$ cat src/sv/rrss_pkg.sv
// ----------------------------------------------------------------------------
// Round-robin signal set: shared definitions
// Sizes, codes and the structures passed along the chain of slot cells.
// ----------------------------------------------------------------------------
`default_nettype none

package rrss_pkg;

   localparam int SLOTS      = 16;
   localparam int SIGNAL_IDS = 1024;

   localparam int ID_W     = 10;
   localparam int OPCODE_W = 2;
   localparam int STATUS_W = 2;
   localparam int COUNT_W  = $clog2(SLOTS + 1);
   localparam int SLOT_W   = (SLOTS > 1) ? $clog2(SLOTS) : 1;

   typedef logic [ID_W-1:0]     id_type;
   typedef logic [COUNT_W-1:0]  count_type;
   typedef logic [SLOT_W-1:0]   slot_index_type;

   typedef enum logic [OPCODE_W-1:0] {
      OP_ADD    = 2'd0,
      OP_REMOVE = 2'd1,
      OP_CLEAR  = 2'd2,
      OP_NEXT   = 2'd3
   } opcode_type;

   typedef enum logic [STATUS_W-1:0] {
      STATUS_OK        = 2'd0,
      STATUS_NOT_FOUND = 2'd1,
      STATUS_FULL      = 2'd2,
      STATUS_EMPTY     = 2'd3
   } status_type;

   typedef enum logic [2:0] {
      CELL_NONE,
      CELL_COMPARE,
      CELL_ADD,
      CELL_REMOVE,
      CELL_CLEAR
   } cell_cmd_type;

   typedef struct packed {
      cell_cmd_type   cmd;
      id_type         id;
      slot_index_type pointer;
   } cell_ctrl_type;

   typedef struct packed {
      logic           empty_seen;
      logic           hit_seen;
      logic           hi_seen;
      id_type         hi_id;
      slot_index_type hi_index;
      logic           lo_seen;
      id_type         lo_id;
      slot_index_type lo_index;
   } cell_chain_type;

endpackage

`default_nettype wire

$ cat src/sv/rrss_req_if.sv
// ----------------------------------------------------------------------------
// Round-robin signal set: request channel
// Valid/ready channel carrying one operation request.
// ----------------------------------------------------------------------------
`default_nettype none

interface rrss_req_if;

   logic                          valid;
   logic                          ready;
   logic [rrss_pkg::OPCODE_W-1:0] opcode;
   logic [rrss_pkg::ID_W-1:0]     sig_id;

   modport source (output valid, output opcode, output sig_id, input ready);
   modport sink (input valid, input opcode, input sig_id, output ready);

endinterface

`default_nettype wire

$ cat src/sv/rrss_rsp_if.sv
// ----------------------------------------------------------------------------
// Round-robin signal set: response channel
// Valid/ready channel carrying one response per request.
// ----------------------------------------------------------------------------
`default_nettype none

interface rrss_rsp_if;

   logic                          valid;
   logic                          ready;
   logic [rrss_pkg::STATUS_W-1:0] status;
   logic [rrss_pkg::ID_W-1:0]     next_id;
   logic [rrss_pkg::COUNT_W-1:0]  entry_count;

   modport source (output valid, output status, output next_id, output entry_count,
                   input ready);
   modport sink (input valid, input status, input next_id, input entry_count,
                 output ready);

endinterface

`default_nettype wire

$ cat src/sv/rrss_slot_cell.sv
// ----------------------------------------------------------------------------
// Round-robin signal set: slot cell
// Holds one identifier and its valid mark, compares against the broadcast
// identifier and extends the priority chain handed on to the next cell.
// ----------------------------------------------------------------------------
`default_nettype none

module rrss_slot_cell (
   input  wire logic                     clock,
   input  wire logic                     reset,
   input  wire rrss_pkg::slot_index_type slot_index,
   input  wire rrss_pkg::cell_ctrl_type  ctrl,
   input  wire rrss_pkg::cell_chain_type chain_in,
   output rrss_pkg::cell_chain_type      chain_out
);

   rrss_pkg::id_type id_ff;
   rrss_pkg::id_type id_in;
   logic             valid_ff;
   logic             valid_in;
   logic             hit_ff;
   logic             hit_in;
   logic             hi_cand;
   logic             lowest_empty;

   assign lowest_empty = !valid_ff && !chain_in.empty_seen;
   assign hi_cand      = valid_ff && (slot_index >= ctrl.pointer);

   always_comb begin
      id_in    = id_ff;
      valid_in = valid_ff;
      hit_in   = hit_ff;
      case (ctrl.cmd)
         rrss_pkg::CELL_COMPARE: begin
            hit_in = valid_ff && (id_ff == ctrl.id);
         end
         rrss_pkg::CELL_ADD: begin
            if (lowest_empty) begin
               id_in    = ctrl.id;
               valid_in = 1'b1;
            end
         end
         rrss_pkg::CELL_REMOVE: begin
            if (hit_ff) begin
               valid_in = 1'b0;
            end
         end
         rrss_pkg::CELL_CLEAR: begin
            valid_in = 1'b0;
         end
         default: begin
         end
      endcase
   end

   always_comb begin
      chain_out            = chain_in;
      chain_out.empty_seen = chain_in.empty_seen | !valid_ff;
      chain_out.hit_seen   = chain_in.hit_seen | hit_ff;
      chain_out.hi_seen    = chain_in.hi_seen | hi_cand;
      chain_out.lo_seen    = chain_in.lo_seen | valid_ff;
      if (hi_cand && !chain_in.hi_seen) begin
         chain_out.hi_id    = id_ff;
         chain_out.hi_index = slot_index;
      end
      if (valid_ff && !chain_in.lo_seen) begin
         chain_out.lo_id    = id_ff;
         chain_out.lo_index = slot_index;
      end
   end

   always_ff @(posedge clock) begin
      id_ff <= id_in;
      if (reset) begin
         valid_ff <= 1'b0;
         hit_ff   <= 1'b0;
      end else begin
         valid_ff <= valid_in;
         hit_ff   <= hit_in;
      end
   end

endmodule

`default_nettype wire

$ cat src/sv/round_robin_signal_set_top.sv
// ----------------------------------------------------------------------------
// Round-robin signal set: top level
// A chain of slot cells holding signal identifiers, with add, remove, clear
// and round-robin fetch of the next held identifier.
// ----------------------------------------------------------------------------
//
//   Channel    Direction  Payload
//   req_chan   in         opcode, sig_id
//   rsp_chan   out        status, next_id, entry_count
//
// Each request passes through three steps: accept, a compare step across all cells,
// and an execute step in which the cell chain resolves the lowest empty slot
// or the next occupied slot and the response register is loaded.
// The response register lets the next request be accepted while a response
// waits; the execute step holds while that earlier response is not taken.
// Reset clears all valid marks, the count and the scan pointer.
// ----------------------------------------------------------------------------
`default_nettype none

module round_robin_signal_set_top (
   input  wire logic  clock,
   input  wire logic  reset,
   rrss_req_if.sink   req_chan,
   rrss_rsp_if.source rsp_chan
);

   typedef enum logic [1:0] {
      S_IDLE,
      S_MATCH,
      S_EXEC
   } state_type;

   state_type                state_ff;
   state_type                state_in;
   rrss_pkg::opcode_type     op_ff;
   rrss_pkg::opcode_type     op_in;
   rrss_pkg::id_type         id_ff;
   rrss_pkg::id_type         id_in;
   rrss_pkg::count_type      count_ff;
   rrss_pkg::count_type      count_in;
   rrss_pkg::slot_index_type pointer_ff;
   rrss_pkg::slot_index_type pointer_in;
   logic                     rsp_valid_ff;
   logic                     rsp_valid_in;
   rrss_pkg::status_type     rsp_status_ff;
   rrss_pkg::status_type     rsp_status_in;
   rrss_pkg::id_type         rsp_next_id_ff;
   rrss_pkg::id_type         rsp_next_id_in;

   rrss_pkg::cell_ctrl_type  ctrl;
   rrss_pkg::cell_chain_type chain [rrss_pkg::SLOTS+1];
   rrss_pkg::cell_chain_type chain_end;
   rrss_pkg::slot_index_type sel_index;
   logic                     exec_go;
   logic                     id_in_range;

   assign chain[0]  = '0;
   assign chain_end = chain[rrss_pkg::SLOTS];

   for (genvar k = 0; k < rrss_pkg::SLOTS; k++) begin : g_cell
      rrss_slot_cell u_cell (
         .clock      (clock),
         .reset      (reset),
         .slot_index (rrss_pkg::slot_index_type'(k)),
         .ctrl       (ctrl),
         .chain_in   (chain[k]),
         .chain_out  (chain[k+1])
      );
   end

   assign req_chan.ready       = (state_ff == S_IDLE);
   assign rsp_chan.valid       = rsp_valid_ff;
   assign rsp_chan.status      = rsp_status_ff;
   assign rsp_chan.next_id     = rsp_next_id_ff;
   assign rsp_chan.entry_count = count_ff;

   assign exec_go     = (state_ff == S_EXEC) && (!rsp_valid_ff || rsp_chan.ready);
   assign id_in_range = (32'(id_ff) < 32'(rrss_pkg::SIGNAL_IDS));
   assign sel_index   = chain_end.hi_seen ? chain_end.hi_index : chain_end.lo_index;

   always_comb begin
      state_in       = state_ff;
      op_in          = op_ff;
      id_in          = id_ff;
      count_in       = count_ff;
      pointer_in     = pointer_ff;
      rsp_valid_in   = rsp_valid_ff && !rsp_chan.ready;
      rsp_status_in  = rsp_status_ff;
      rsp_next_id_in = rsp_next_id_ff;
      ctrl.cmd       = rrss_pkg::CELL_NONE;
      ctrl.id        = id_ff;
      ctrl.pointer   = pointer_ff;

      case (state_ff)
         S_IDLE: begin
            if (req_chan.valid) begin
               op_in    = rrss_pkg::opcode_type'(req_chan.opcode);
               id_in    = req_chan.sig_id;
               state_in = S_MATCH;
            end
         end
         S_MATCH: begin
            ctrl.cmd = rrss_pkg::CELL_COMPARE;
            state_in = S_EXEC;
         end
         S_EXEC: begin
            if (exec_go) begin
               rsp_valid_in   = 1'b1;
               rsp_status_in  = rrss_pkg::STATUS_OK;
               rsp_next_id_in = '0;
               state_in       = S_IDLE;
               case (op_ff)
                  rrss_pkg::OP_ADD: begin
                     if (!id_in_range) begin
                        rsp_status_in = rrss_pkg::STATUS_NOT_FOUND;
                     end else if (chain_end.hit_seen) begin
                        rsp_status_in = rrss_pkg::STATUS_OK;
                     end else if (chain_end.empty_seen) begin
                        ctrl.cmd = rrss_pkg::CELL_ADD;
                        count_in = count_ff + 1'b1;
                     end else begin
                        rsp_status_in = rrss_pkg::STATUS_FULL;
                     end
                  end
                  rrss_pkg::OP_REMOVE: begin
                     if (chain_end.hit_seen) begin
                        ctrl.cmd = rrss_pkg::CELL_REMOVE;
                        if (count_ff != '0) begin
                           count_in = count_ff - 1'b1;
                        end
                     end else begin
                        rsp_status_in = rrss_pkg::STATUS_NOT_FOUND;
                     end
                  end
                  rrss_pkg::OP_CLEAR: begin
                     ctrl.cmd = rrss_pkg::CELL_CLEAR;
                     count_in = '0;
                  end
                  rrss_pkg::OP_NEXT: begin
                     if ((count_ff == '0) || !(chain_end.hi_seen || chain_end.lo_seen)) begin
                        rsp_status_in = rrss_pkg::STATUS_EMPTY;
                     end else begin
                        rsp_next_id_in = chain_end.hi_seen ? chain_end.hi_id
                                                           : chain_end.lo_id;
                        if (32'(sel_index) == 32'(rrss_pkg::SLOTS - 1)) begin
                           pointer_in = '0;
                        end else begin
                           pointer_in = sel_index + 1'b1;
                        end
                     end
                  end
                  default: begin
                  end
               endcase
            end
         end
         default: begin
            state_in = S_IDLE;
         end
      endcase
   end

   always_ff @(posedge clock) begin
      op_ff          <= op_in;
      id_ff          <= id_in;
      rsp_status_ff  <= rsp_status_in;
      rsp_next_id_ff <= rsp_next_id_in;
      if (reset) begin
         state_ff     <= S_IDLE;
         count_ff     <= '0;
         pointer_ff   <= '0;
         rsp_valid_ff <= 1'b0;
      end else begin
         state_ff     <= state_in;
         count_ff     <= count_in;
         pointer_ff   <= pointer_in;
         rsp_valid_ff <= rsp_valid_in;
      end
   end

endmodule

`default_nettype wire
$ cat src/flat_wrapper.sv
// flat-port wrapper written by rule: the top's interface ports become plain ports
module round_robin_signal_set_top_flat 
  (clock, reset, req_chan_valid, req_chan_opcode, req_chan_sig_id, req_chan_ready, rsp_chan_valid, rsp_chan_status, rsp_chan_next_id, rsp_chan_entry_count, rsp_chan_ready);
  rrss_req_if req_chan_i ();
  rrss_rsp_if rsp_chan_i ();
  input  wire logic clock;
  input  wire logic reset;
  input wire logic [$bits(req_chan_i.valid)-1:0] req_chan_valid;
  input wire logic [$bits(req_chan_i.opcode)-1:0] req_chan_opcode;
  input wire logic [$bits(req_chan_i.sig_id)-1:0] req_chan_sig_id;
  output wire logic [$bits(req_chan_i.ready)-1:0] req_chan_ready;
  output wire logic [$bits(rsp_chan_i.valid)-1:0] rsp_chan_valid;
  output wire logic [$bits(rsp_chan_i.status)-1:0] rsp_chan_status;
  output wire logic [$bits(rsp_chan_i.next_id)-1:0] rsp_chan_next_id;
  output wire logic [$bits(rsp_chan_i.entry_count)-1:0] rsp_chan_entry_count;
  input wire logic [$bits(rsp_chan_i.ready)-1:0] rsp_chan_ready;
  assign req_chan_i.valid = req_chan_valid;
  assign req_chan_i.opcode = req_chan_opcode;
  assign req_chan_i.sig_id = req_chan_sig_id;
  assign req_chan_ready = req_chan_i.ready;
  assign rsp_chan_valid = rsp_chan_i.valid;
  assign rsp_chan_status = rsp_chan_i.status;
  assign rsp_chan_next_id = rsp_chan_i.next_id;
  assign rsp_chan_entry_count = rsp_chan_i.entry_count;
  assign rsp_chan_i.ready = rsp_chan_ready;
  round_robin_signal_set_top u_core (.clock(clock), .reset(reset), .req_chan(req_chan_i), .rsp_chan(rsp_chan_i));
endmodule
$ cat config.mk
export PLATFORM = sky130hd
export DESIGN_NAME = round_robin_signal_set_top_flat
export DESIGN_NICKNAME = d
export VERILOG_FILES = /design/src/sv/rrss_pkg.sv /design/src/sv/rrss_req_if.sv /design/src/sv/rrss_rsp_if.sv /design/src/sv/rrss_slot_cell.sv /design/src/sv/round_robin_signal_set_top.sv /design/src/flat_wrapper.sv
export SDC_FILE = /design/constraint.sdc
export NUM_CORES = 1
export LEC_CHECK = 0
export BUFFER_PORTS_ARGS = -buffer_cell sky130_fd_sc_hd__buf_2
export CAP_MARGIN = 20
export CELL_PAD_IN_SITES_DETAIL_PLACEMENT = 1
export CELL_PAD_IN_SITES_GLOBAL_PLACEMENT = 1
export CORE_AREA = 2 2 172 174
export CTS_BUF_LIST = sky130_fd_sc_hd__clkbuf_4 sky130_fd_sc_hd__clkbuf_8
export DETAILED_ROUTE_END_ITERATION = 16
export DIE_AREA = 0 0 174 176
export HOLD_SLACK_MARGIN = 0.03
export PLACE_DENSITY_LB_ADDON = 0.1
export SLEW_MARGIN = 10
export SYNTH_ARGS = -nofsm -noshare
export SYNTH_HDL_FRONTEND = slang
export SYNTH_SLANG_ARGS = --single-unit
$ cat constraint.sdc
create_clock -name clock -period 3.18 [get_ports clock]
set_input_delay 0.477 -clock clock [delete_from_list [all_inputs] [get_ports clock]]
set_output_delay 0.477 -clock clock [all_outputs]
set_load 0.02 [all_outputs]
; Yosys cells after proc, flatten, opt, wreduce, memory -nomap -nowiden
; Cells that the tools add are included.
[op_classes]
mul = 0
order_cmp = 16
add_sub_neg = 3
n_reduce_logical = 188
shifts = 0
n_div = 0
bitwise = 63
n_eq_ne = 63
mux = 103
[ops]
columns = cell, count
row1 = 2-to-1 mux 14 bit, 32
row2 = == test 10 bit, 16
row3 = logical AND 1 bit, 79
row4 = "inequality test 2 bit, second input constant", 33
row5 = zero test 1 bit, 62
row6 = OR 1 bit, 60
row7 = case mux 1 bit (3 select lines), 16
row8 = AND reduction 3 bit, 15
row9 = AND reduction 2 bit, 20
row10 = 2-to-1 mux 1 bit, 34
row11 = ">= comparator 4 bit, first input constant", 8
row12 = 2-to-1 mux 5 bit, 4
row13 = ">= comparator 3 x 4 -> 1 bit, first input constant", 4
row14 = case mux 5 bit (3 select lines), 1
row15 = 2-to-1 mux 2 bit, 7
row16 = case mux 2 bit (3 select lines), 2
row17 = 2-to-1 mux 10 bit, 1
row18 = case mux 3 bit (3 select lines), 1
row19 = ">= comparator 1 x 4 -> 1 bit, first input constant", 2
row20 = ">= comparator 2 x 4 -> 1 bit, first input constant", 2
row21 = 2-to-1 mux 4 bit, 2
row22 = "inequality test 2 x 1 -> 1 bit, second input constant", 4
row23 = AND reduction 7 bit, 1
row24 = "== test 2 bit, second input constant", 3
row25 = 18 further kinds, 27
[word_totals]
mem_bits_rw = 0
memories = 0
latch_bits = 0
wordCells = 492
rom_bits = 0
register_bits = 228
inputBits = 16
out_inout_bits = 19

; Longest topological paths before layout
; Gate-level depths: netlist of run 1.
[logic_depth]
ltp_word = 24
mapped_depth = 13
mapped_depth_nobuf = 9

; By module
; From an unflattened synthesis of run 1, not the netlist that was laid out.
[hier_totals]
cells_unflattened = 2694
area_unflattened_um2 = 24294.6
[modules_own_cells]
columns = mod, area_per_inst_um2, instances, seq_area_each_um2, cells_each
row1 = rrss_slot_cell, 1405.1, 16, 340.3, 158
row2 = round_robin_signal_set_top, 1813.0, 1, 960.9, 166

; Worst setup path before layout of run 1
; OpenSTA, ideal clock, no wires.
[synth_timing]
kind = register to register
from = register u_core.state_ff[0]
to = register u_core.g_cell[10].u_cell.id_ff[0], enable pin
path_stages_with_launch = 8
path_slack_ns = -0.308
synth_period_minus_slack_ns = 3.488
t_arrival_ns = 3.085
cell_sequence = dfxtp_1 -> inv_1 -> ha_1 -> nor2b_1 -> nand2_1 -> a211oi_4 -> nand2_2 -> nor4_1
[synth_between]
elab_chain_cells = 6
[synth_rtl]
columns = element, line
row1 = start: declaration, round_robin_signal_set_top.sv:33  ; state_type state_ff;
row2 = start signal: assignment, round_robin_signal_set_top.sv:174  ; state_ff <= state_in;
row3 = == test 2 bit, "round_robin_signal_set_top.sv:77, round_robin_signal_set_top.sv:94"
row4 = logical AND 1 bit, round_robin_signal_set_top.sv:77  ; assign exec_go = (state_ff == S_EXEC) && (!rsp_valid_ff || rsp_chan.ready);
row5 = 2-to-1 mux 3 bit, round_robin_signal_set_top.sv:107  ; if (exec_go) begin
row6 = case mux 3 bit (2 select lines) *, round_robin_signal_set_top.sv:94  ; case (state_ff)
row7 = == test 3 x 2 -> 1 bit *, rrss_slot_cell.sv:33  ; case (ctrl.cmd)
row8 = AND reduction 2 bit (no source line) *, -
row9 = end signal: assignment, rrss_slot_cell.sv:73  ; id_ff <= id_in;
row10 = end: declaration, rrss_slot_cell.sv:17  ; rrss_pkg::id_type id_ff;
; Every way passes the cells marked *; elsewhere a longest branch is shown, timed or not.
; A chain may end at the register's enable or synchronous reset.

; Worst setup path after layout of run 1
[layout_timing]
from = register u_core.g_cell[3].u_cell.valid_ff
to = register u_core.rsp_next_id_ff[8], in the netlist u_core.rsp_chan.next_id[8] (data pin)
[layout_between]
elab_chain_cells = 18
[layout_rtl]
columns = element, line
row1 = start: declaration, rrss_slot_cell.sv:19  ; logic valid_ff;
row2 = start signal: assignment, rrss_slot_cell.sv:78  ; valid_ff <= valid_in;
row3 = logical AND 1 bit, rrss_slot_cell.sv:27  ; assign hi_cand = valid_ff && (slot_index >= ctrl.pointer);
row4 = OR 1 bit (13 in a row), rrss_slot_cell.sv:60  ; chain_out.hi_seen = chain_in.hi_seen | hi_cand;
row5 = logical OR 1 bit, round_robin_signal_set_top.sv:140  ; if ((count_ff == '0) || !(chain_end.hi_seen || chain_end.lo_seen)) begin
row6 = zero test 1 bit, round_robin_signal_set_top.sv:140
row7 = logical OR 1 bit, round_robin_signal_set_top.sv:140
row8 = OR reduction 2 bit (no source line), -
row9 = end signal: assignment, round_robin_signal_set_top.sv:167  ; rsp_next_id_ff <= rsp_next_id_in;
row10 = end: declaration, round_robin_signal_set_top.sv:47  ; rrss_pkg::id_type rsp_next_id_ff;
; Parallel ways exist; a longest one is shown, timed or not.

==> results.json, run 1 <==
{
  "vias": 12320,
  "cp-end-kind": "flop",
  "yosys-mux-area-fraction_pct": 0.6066,
  "synth_xor_xnor_area_share_pct": 10.65,
  "worst_slack_ps": 64.90,
  "yosysSeqAreaShare_pct": 47.78,
  "clkTransAtPathRegs_ps": 60,
  "first_pass_iters": 6,
  "finish.utilization_pct": 54.27,
  "place.gp.congestion": 1.034,
  "routed_wl_mm": 54.99,
  "synth_top_family_by_area": "compound AO/OA/AOI/OAI gates",
  "ios": 35,
  "cts_max_level": 2,
  "fin_crit_ps": 3115,
  "cts.sinks": 228,
  "drcViolationCount": 0,
  "r2r_end": "u_core.rsp_chan.next_id[8]$_SDFFCE_PP0P_",
  "initial_core_util_pct": 46.96,
  "clockBufferDepth": 3,
  "final_cell_mix": "edfxtp_1 (184), xnor2_1 (162), buf_4 (126)",
  "clock-skew-final_ps": 24.10,
  "synth-simple-area-share_pct": 17.12,
  "clock_latency_ps": 560,
  "hp-start": "req_chan_sig_id[7]",
  "multi_input_area_sq_mm": 0.006489,
  "route.antenna.remaining_nets": 0,
  "synth_top_area_share_pct": 41.21,
  "root_buffer": "clkbuf_8",
  "rrSetupSlack_ps": 60,
  "rr_startpoint": "u_core.g_cell[3].u_cell.valid_ff$_SDFFE_PP0P_",
  "drive_gt1_share_pct": 19.75,
  "worstSetupStartpoint": "u_core.g_cell[3].u_cell.valid_ff$_SDFFE_PP0P_",
  "ys_top_cells_by_area": "edfxtp_1 (41%), xnor2_1 (11%), dfxtp_1 (6.6%)",
  "syn-cell-area_sq_mm": 0.01341,
  "area_delta_synth_final_pct": 15.56,
  "slew_violations": 0,
  "place_ws_ps": 71.43,
  "critPathLaunchType": "flop",
  "nets": 1441,
  "setup_viol": 0,
  "slew_headroom_pct": 35.58,
  "max-vdd-ir-drop_mv": 0.3662,
  "ys_seq_elements": 228,
  "hold_buffers": 0,
  "portBuffers": 34,
  "detail_route.iter0.violations": 1562,
  "grt_max_degree": 33,
  "critPathMaxFanout": 9,
  "path_class": "flop to flop",
  "cp.required_ps": 3500,
  "fmax_ghz": 0.3210,
  "yosysUniqueCellTypes": 95,
  "pwr_density_cell_mw_per_mm2": 417.8,
  "vias_per_cell": 6.724,
  "finalHoldViolations": 0,
  "rsz0062_at_grt": "false",
  "syn_nets": 1329,
  "ff_latch_area_sq_mm": 0.006407,
  "leakage_nw": 5.172,
  "synth-compound-area-share_pct": 18.80,
  "period_share_pct": 97.96,
  "synth_fa_ha_area_share_pct": 0.8026,
  "grt_pass1_wl_mm": 81.30,
  "n_antenna_cell": 0,
  "die_area_sq_mm": 0.03062,
  "arrival_ps": 3440,
  "cts_tree": "done",
  "die_x_microns": 174,
  "cap_violations": 0,
  "rows": 62,
  "grt_usage_pct": 35.76,
  "crit_end": "u_core.rsp_chan.next_id[8]$_SDFFCE_PP0P_",
  "r2r_cells": 8,
  "dp_hpwl_mm": 41.36,
  "synth_largest_area_cell": "edfxtp_1",
  "grt_pass1_vias": 11970,
  "synth_edf_count": 184,
  "yosys_warnings": 0,
  "fillerInstances": 3171,
  "syn_inst": 1305,
  "grt_antenna_before_repair": 1,
  "die_y_microns": 176,
  "avgSynthCellArea_sq_um": 10.27,
  "status": "finished, final reports clean",
  "wl_per_cell_microns": 30.02,
  "synthFlopType": "edfxtp_1",
  "worstMarginPinSlew_ps": 962.7,
  "cts_buffers": 41,
  "core-area_sq_mm": 0.02855,
  "hold_path.class": "primary input to flop",
  "layout_commonest_cell": "edfxtp_1",
  "async_flop_share_pct": 0,
  "grt.overflow.total": 0,
  "finalSetupTns_ps": 0
}
-- critical path, stage by stage, from the launching register on --
cell and delay, ps:
dfxtp_1 520, buf_4 230, or3b_1 410, a21oi_1 250, nand2_1 160, a22oi_1 280
o21ai_0 240, a211o_1 430, a211oi_1 360
-- sequential cells by signal (all words and copies together) (netlist names) --
| register | count |
|---|---|
| u_core.g_cell.u_cell.hit_ff | 16 |
| u_core.rsp_chan.valid | 1 |
| u_core.rsp_chan.status | 2 |
| u_core.pointer_ff | 4 |
| u_core.g_cell.u_cell.id_ff | 160 |
| u_core.g_cell.u_cell.valid_ff | 16 |
| u_core.state_ff | 2 |
| u_core.id_ff | 10 |
| u_core.op_ff | 2 |
| u_core.rsp_chan.entry_count | 5 |
| u_core.rsp_chan.next_id | 10 |
-- layer usage --
layer | vias up | track usage (%) | routed length [microns]
met5 | - | 0 | 0
met4 | 0 | 12.22 | 1942
met3 | 127 | 5.706 | 5181
met2 | 675 | 52.42 | 23330
met1 | 6272 | 53.71 | 24540
li1 | 5245 | - | -
-- layout make-up --
cell class | count | area share (%)
tap | 384 | 3.101
timing repair buffer | 164 | 7.721
multi-input combinational | 948 | 41.88
clock buffer | 51 | 4.248
inverter | 34 | 0.8238
sequential | 228 | 41.36
clock inverter | 23 | 0.8642
-- logic make-up after synthesis --
logic type,Yosys count
XOR/XNOR,163
flip-flops,228
multiplexers,8
buffers and inverters,129
AO/OA/AOI/OAI,348
adder cells (fa/ha/maj),8
AND/OR/NAND/NOR,421
-- through the flow --
step	instances	power, mW	area [sq um]	hold WS [ps]
after floorplan	1305	3.635	13420	441.8
after global placement	1758	3.803	14660	463.0
after detailed placement	1758	3.819	14660	473.6
after CTS	1832	6.513	15450	75.11
after global routing	1832	6.673	15490	82.70
final	1832	6.473	15490	94.48
-- timing repair --
action	4_1_cts	5_1_grt
gates resized for setup	0	11
setup endpoints to repair	0	16
setup buffers	0	0
-- Yosys cell counts, drive strengths merged, types with 5 or more instances --
| library cell | instances |
|---|---|
| buf | 38 |
| a221o | 8 |
| nor2 | 81 |
| edfxtp | 184 |
| nand2 | 85 |
| and4 | 7 |
| ha | 7 |
| a22oi | 22 |
| o22a | 9 |
| xnor2 | 162 |
| or3 | 9 |
| inv | 34 |
| a21o | 6 |
| a32oi | 10 |
| and3 | 19 |
| a211oi | 28 |
| nor3 | 36 |
| nand2b | 11 |
| a31oi | 14 |
| or4 | 20 |
| dfxtp | 44 |
| o211ai | 9 |
| a2111oi | 8 |
| nand4 | 47 |
| nand3 | 55 |
| and2 | 6 |
| a222oi | 14 |
| nor4 | 17 |
| o22ai | 8 |
| a22o | 9 |
| nand3b | 5 |
| clkbuf | 57 |
| o21ai | 50 |
| a32o | 5 |
| mux2i | 7 |
| or2 | 5 |
| a221oi | 12 |
| a21oi | 80 |
| nor2b | 9 |
| o221ai | 14 |
-- report_power, final --
| part | switching [mW] | total [mW] | internal, mW | leakage, nW |
|---|---|---|---|---|
| Clock | 1.27 | 2.71 | 1.45 | 0.412 |
| Sequential | 0.0212 | 3.28 | 3.26 | 2.03 |
| Combinational | 0.310 | 0.479 | 0.169 | 2.73 |
| Total | 1.60 | 6.47 | 4.87 | 5.17 |
-- worst min-delay path by stage --
stage | slack, ps | depth (start not counted) | endpoint
5_1_grt | 80 | 1 | u_core.id_ff[5]$_DFFE_PP_
2_1_floorplan | 440 | 2 | u_core.g_cell[4].u_cell.hit_ff$_SDFFE_PP0N_
4_1_cts | 80 | 1 | u_core.id_ff[7]$_DFFE_PP_
3_3_place_gp | 460 | 2 | u_core.g_cell[1].u_cell.hit_ff$_SDFFE_PP0N_
3_5_place_dp | 470 | 2 | u_core.g_cell[15].u_cell.hit_ff$_SDFFE_PP0N_
6_report | 90 | 1 | u_core.id_ff[7]$_DFFE_PP_
Power figures use the tool's default switching activity.
==> run 2, diff against run 1 <==
- REMOVE_ABC_BUFFERS: unset -> 1
==> results.json, run 2 (synthesis gave the netlist of run 1 again) <==
{
  "area_delta_synth_final_pct": 15.40,
  "final_cell_mix": "edfxtp_1 (184), xnor2_1 (162), buf_4 (103)",
  "critPathMaxFanout": 8,
  "routed_wl_mm": 55.76,
  "fmax_ghz": 0.3275,
  "initial_core_util_pct": 46.96,
  "grt_antenna_before_repair": 1,
  "arrival_ps": 3350,
  "status": "finished, final reports clean",
  "core-area_sq_mm": 0.02855,
  "period_share_pct": 96.01,
  "drive_gt1_share_pct": 18.77,
  "cp_num_buf_inv": 1,
  "cts_max_level": 2,
  "nets": 1420,
  "pwr_density_cell_mw_per_mm2": 447.0,
  "cp_top_family": "simple AND/OR/NAND/NOR gates",
  "cap_violations": 0,
  "die_area_sq_mm": 0.03062,
  "cts.sinks": 228,
  "rsz0062_at_grt": "false",
  "finalHoldViolations": 0,
  "dp_hpwl_mm": 40.75,
  "grt.overflow.total": 0,
  "ios": 35,
  "grt_usage_pct": 36.51,
  "n_antenna_cell": 0,
  "critPathMaxStageDelay_ps": 550,
  "path_cells": "nor2b_1, and3b_1, buf_4, a22o_1, a221oi_1, nand3_1, nor3_1, nor4_1",
  "vias_per_cell": 6.663,
  "max-vdd-ir-drop_mv": 0.4925,
  "place_area_sq_mm": 0.01450,
  "place.gp.congestion": 1.035,
  "whs_ps": 82.75,
  "vias": 12070,
  "worstMarginPinSlew_ps": 954.1,
  "detail_route.iter0.violations": 1602,
  "top_register": "u_core.g_cell.u_cell.id_ff",
  "clock_latency_ps": 570,
  "die_x_microns": 174,
  "cts_buffers": 42,
  "wl_per_cell_microns": 30.77,
  "path_class": "flop to flop",
  "cts_tree": "done",
  "first_pass_iters": 9,
  "design_area_sq_mm": 0.01547,
  "grt_max_degree": 33,
  "cp.required_ps": 3480,
  "die_y_microns": 176,
  "use_met1_pct": 50.83,
  "worst_slack_ps": 126.9,
  "grt_util_met3_pct": 7.515,
  "gr-max-usage-layer": "met2",
  "slew_headroom_pct": 36.16,
  "rows": 62,
  "grt_use_met2_pct": 54.27,
  "hold_path.class": "primary input to flop",
  "clock-skew-final_ps": 14.30,
  "critPathLaunchType": "flop",
  "layout_commonest_cell": "edfxtp_1",
  "clockBufferDepth": 3,
  "cp-end-kind": "flop",
  "place_ws_ps": -94.49,
  "setup_viol": 0,
  "slew_violations": 0,
  "grt_pass1_wl_mm": 82.38,
  "grt_pass1_vias": 12050,
  "portBuffers": 34,
  "root_buffer": "clkbuf_8",
  "fin_crit_ps": 3053,
  "clkTransAtPathRegs_ps": 60,
  "slowest_stage": "dfxtp_1",
  "leakage_nw": 5.134,
  "drcViolationCount": 0,
  "largest_reg_flops": 160,
  "fin_total_pwr_mw": 6.916,
  "route.antenna.remaining_nets": 0,
  "reg_top3": "u_core.g_cell.u_cell.id_ff: 160 flops, u_core.g_cell.u_cell.hit_ff: 16 flops, u_core.g_cell.u_cell.valid_ff: 16 flops"
}
-- run 2: cell count changes in the layout (fill, tap and decap cells not counted), sizes merged --
cell | before | now
buf | 164 | 142
clkbuf | 51 | 57
clkinv | 19 | 13
bufinv | 1 | 5
clkinvlp | 3 | 1
-- run 2: per-stage QoR --
stage          cells  setup TNS, ps  utilization (%)
6_report        1812              0            54.19
5_1_grt         1812              0            54.19
4_1_cts         1812              0            54.08
3_5_place_dp    1736         -121.3            50.81
3_3_place_gp    1736         -123.9            50.81
2_1_floorplan   1210         -41630                -
-- run 2: routing by layer --
layer,vias to the layer above,share of wire (%)
li1,5203,-
met1,6033,43
met2,660,43
met3,175,9.0
met4,2,5.3
met5,-,0.023
-- run 2: final timing paths --
kind                                                                     from                                     endpoint  slack, ps  cells after the start
worst max register to register  u_core.g_cell[0].u_cell.valid_ff$_SDFFE_PP0P_     u_core.rsp_chan.next_id[4]$_SDFFCE_PP0P_        130                      8
worst min-delay path                                       req_chan_sig_id[7]                    u_core.id_ff[7]$_DFFE_PP_         80                      1
worst min register to register    u_core.g_cell[0].u_cell.hit_ff$_SDFFE_PP0N_  u_core.g_cell[0].u_cell.hit_ff$_SDFFE_PP0N_        490                      2
worst max-delay path            u_core.g_cell[0].u_cell.valid_ff$_SDFFE_PP0P_     u_core.rsp_chan.next_id[4]$_SDFFCE_PP0P_        130                      8
-- run 2: area by class of cell --
class,count,area (sq um)
flip-flops and latches,228,6409
clock buffers,57,709.4
clock inverters,19,212.7
fillers,3163,13080
well taps,384,480.5
multi-input cells,948,6489
inverters,34,127.6
repair buffers,142,1044
-- run 2: timing repair --
| action | CTS | global route |
|---|---|---|
| hold buffers | 0 | 0 |
| gates resized for setup | 3 | 8 |
| buffers inserted | 0 | 0 |
| setup endpoints to repair | 2 | 18 |
-- run 2: where the power goes --
| part | switching, mW | total (mW) | internal [mW] |
|---|---|---|---|
| combinational | 0.320 | 0.484 | 0.165 |
| sequential | 0.0185 | 3.28 | 3.26 |
| clock | 1.30 | 3.15 | 1.85 |
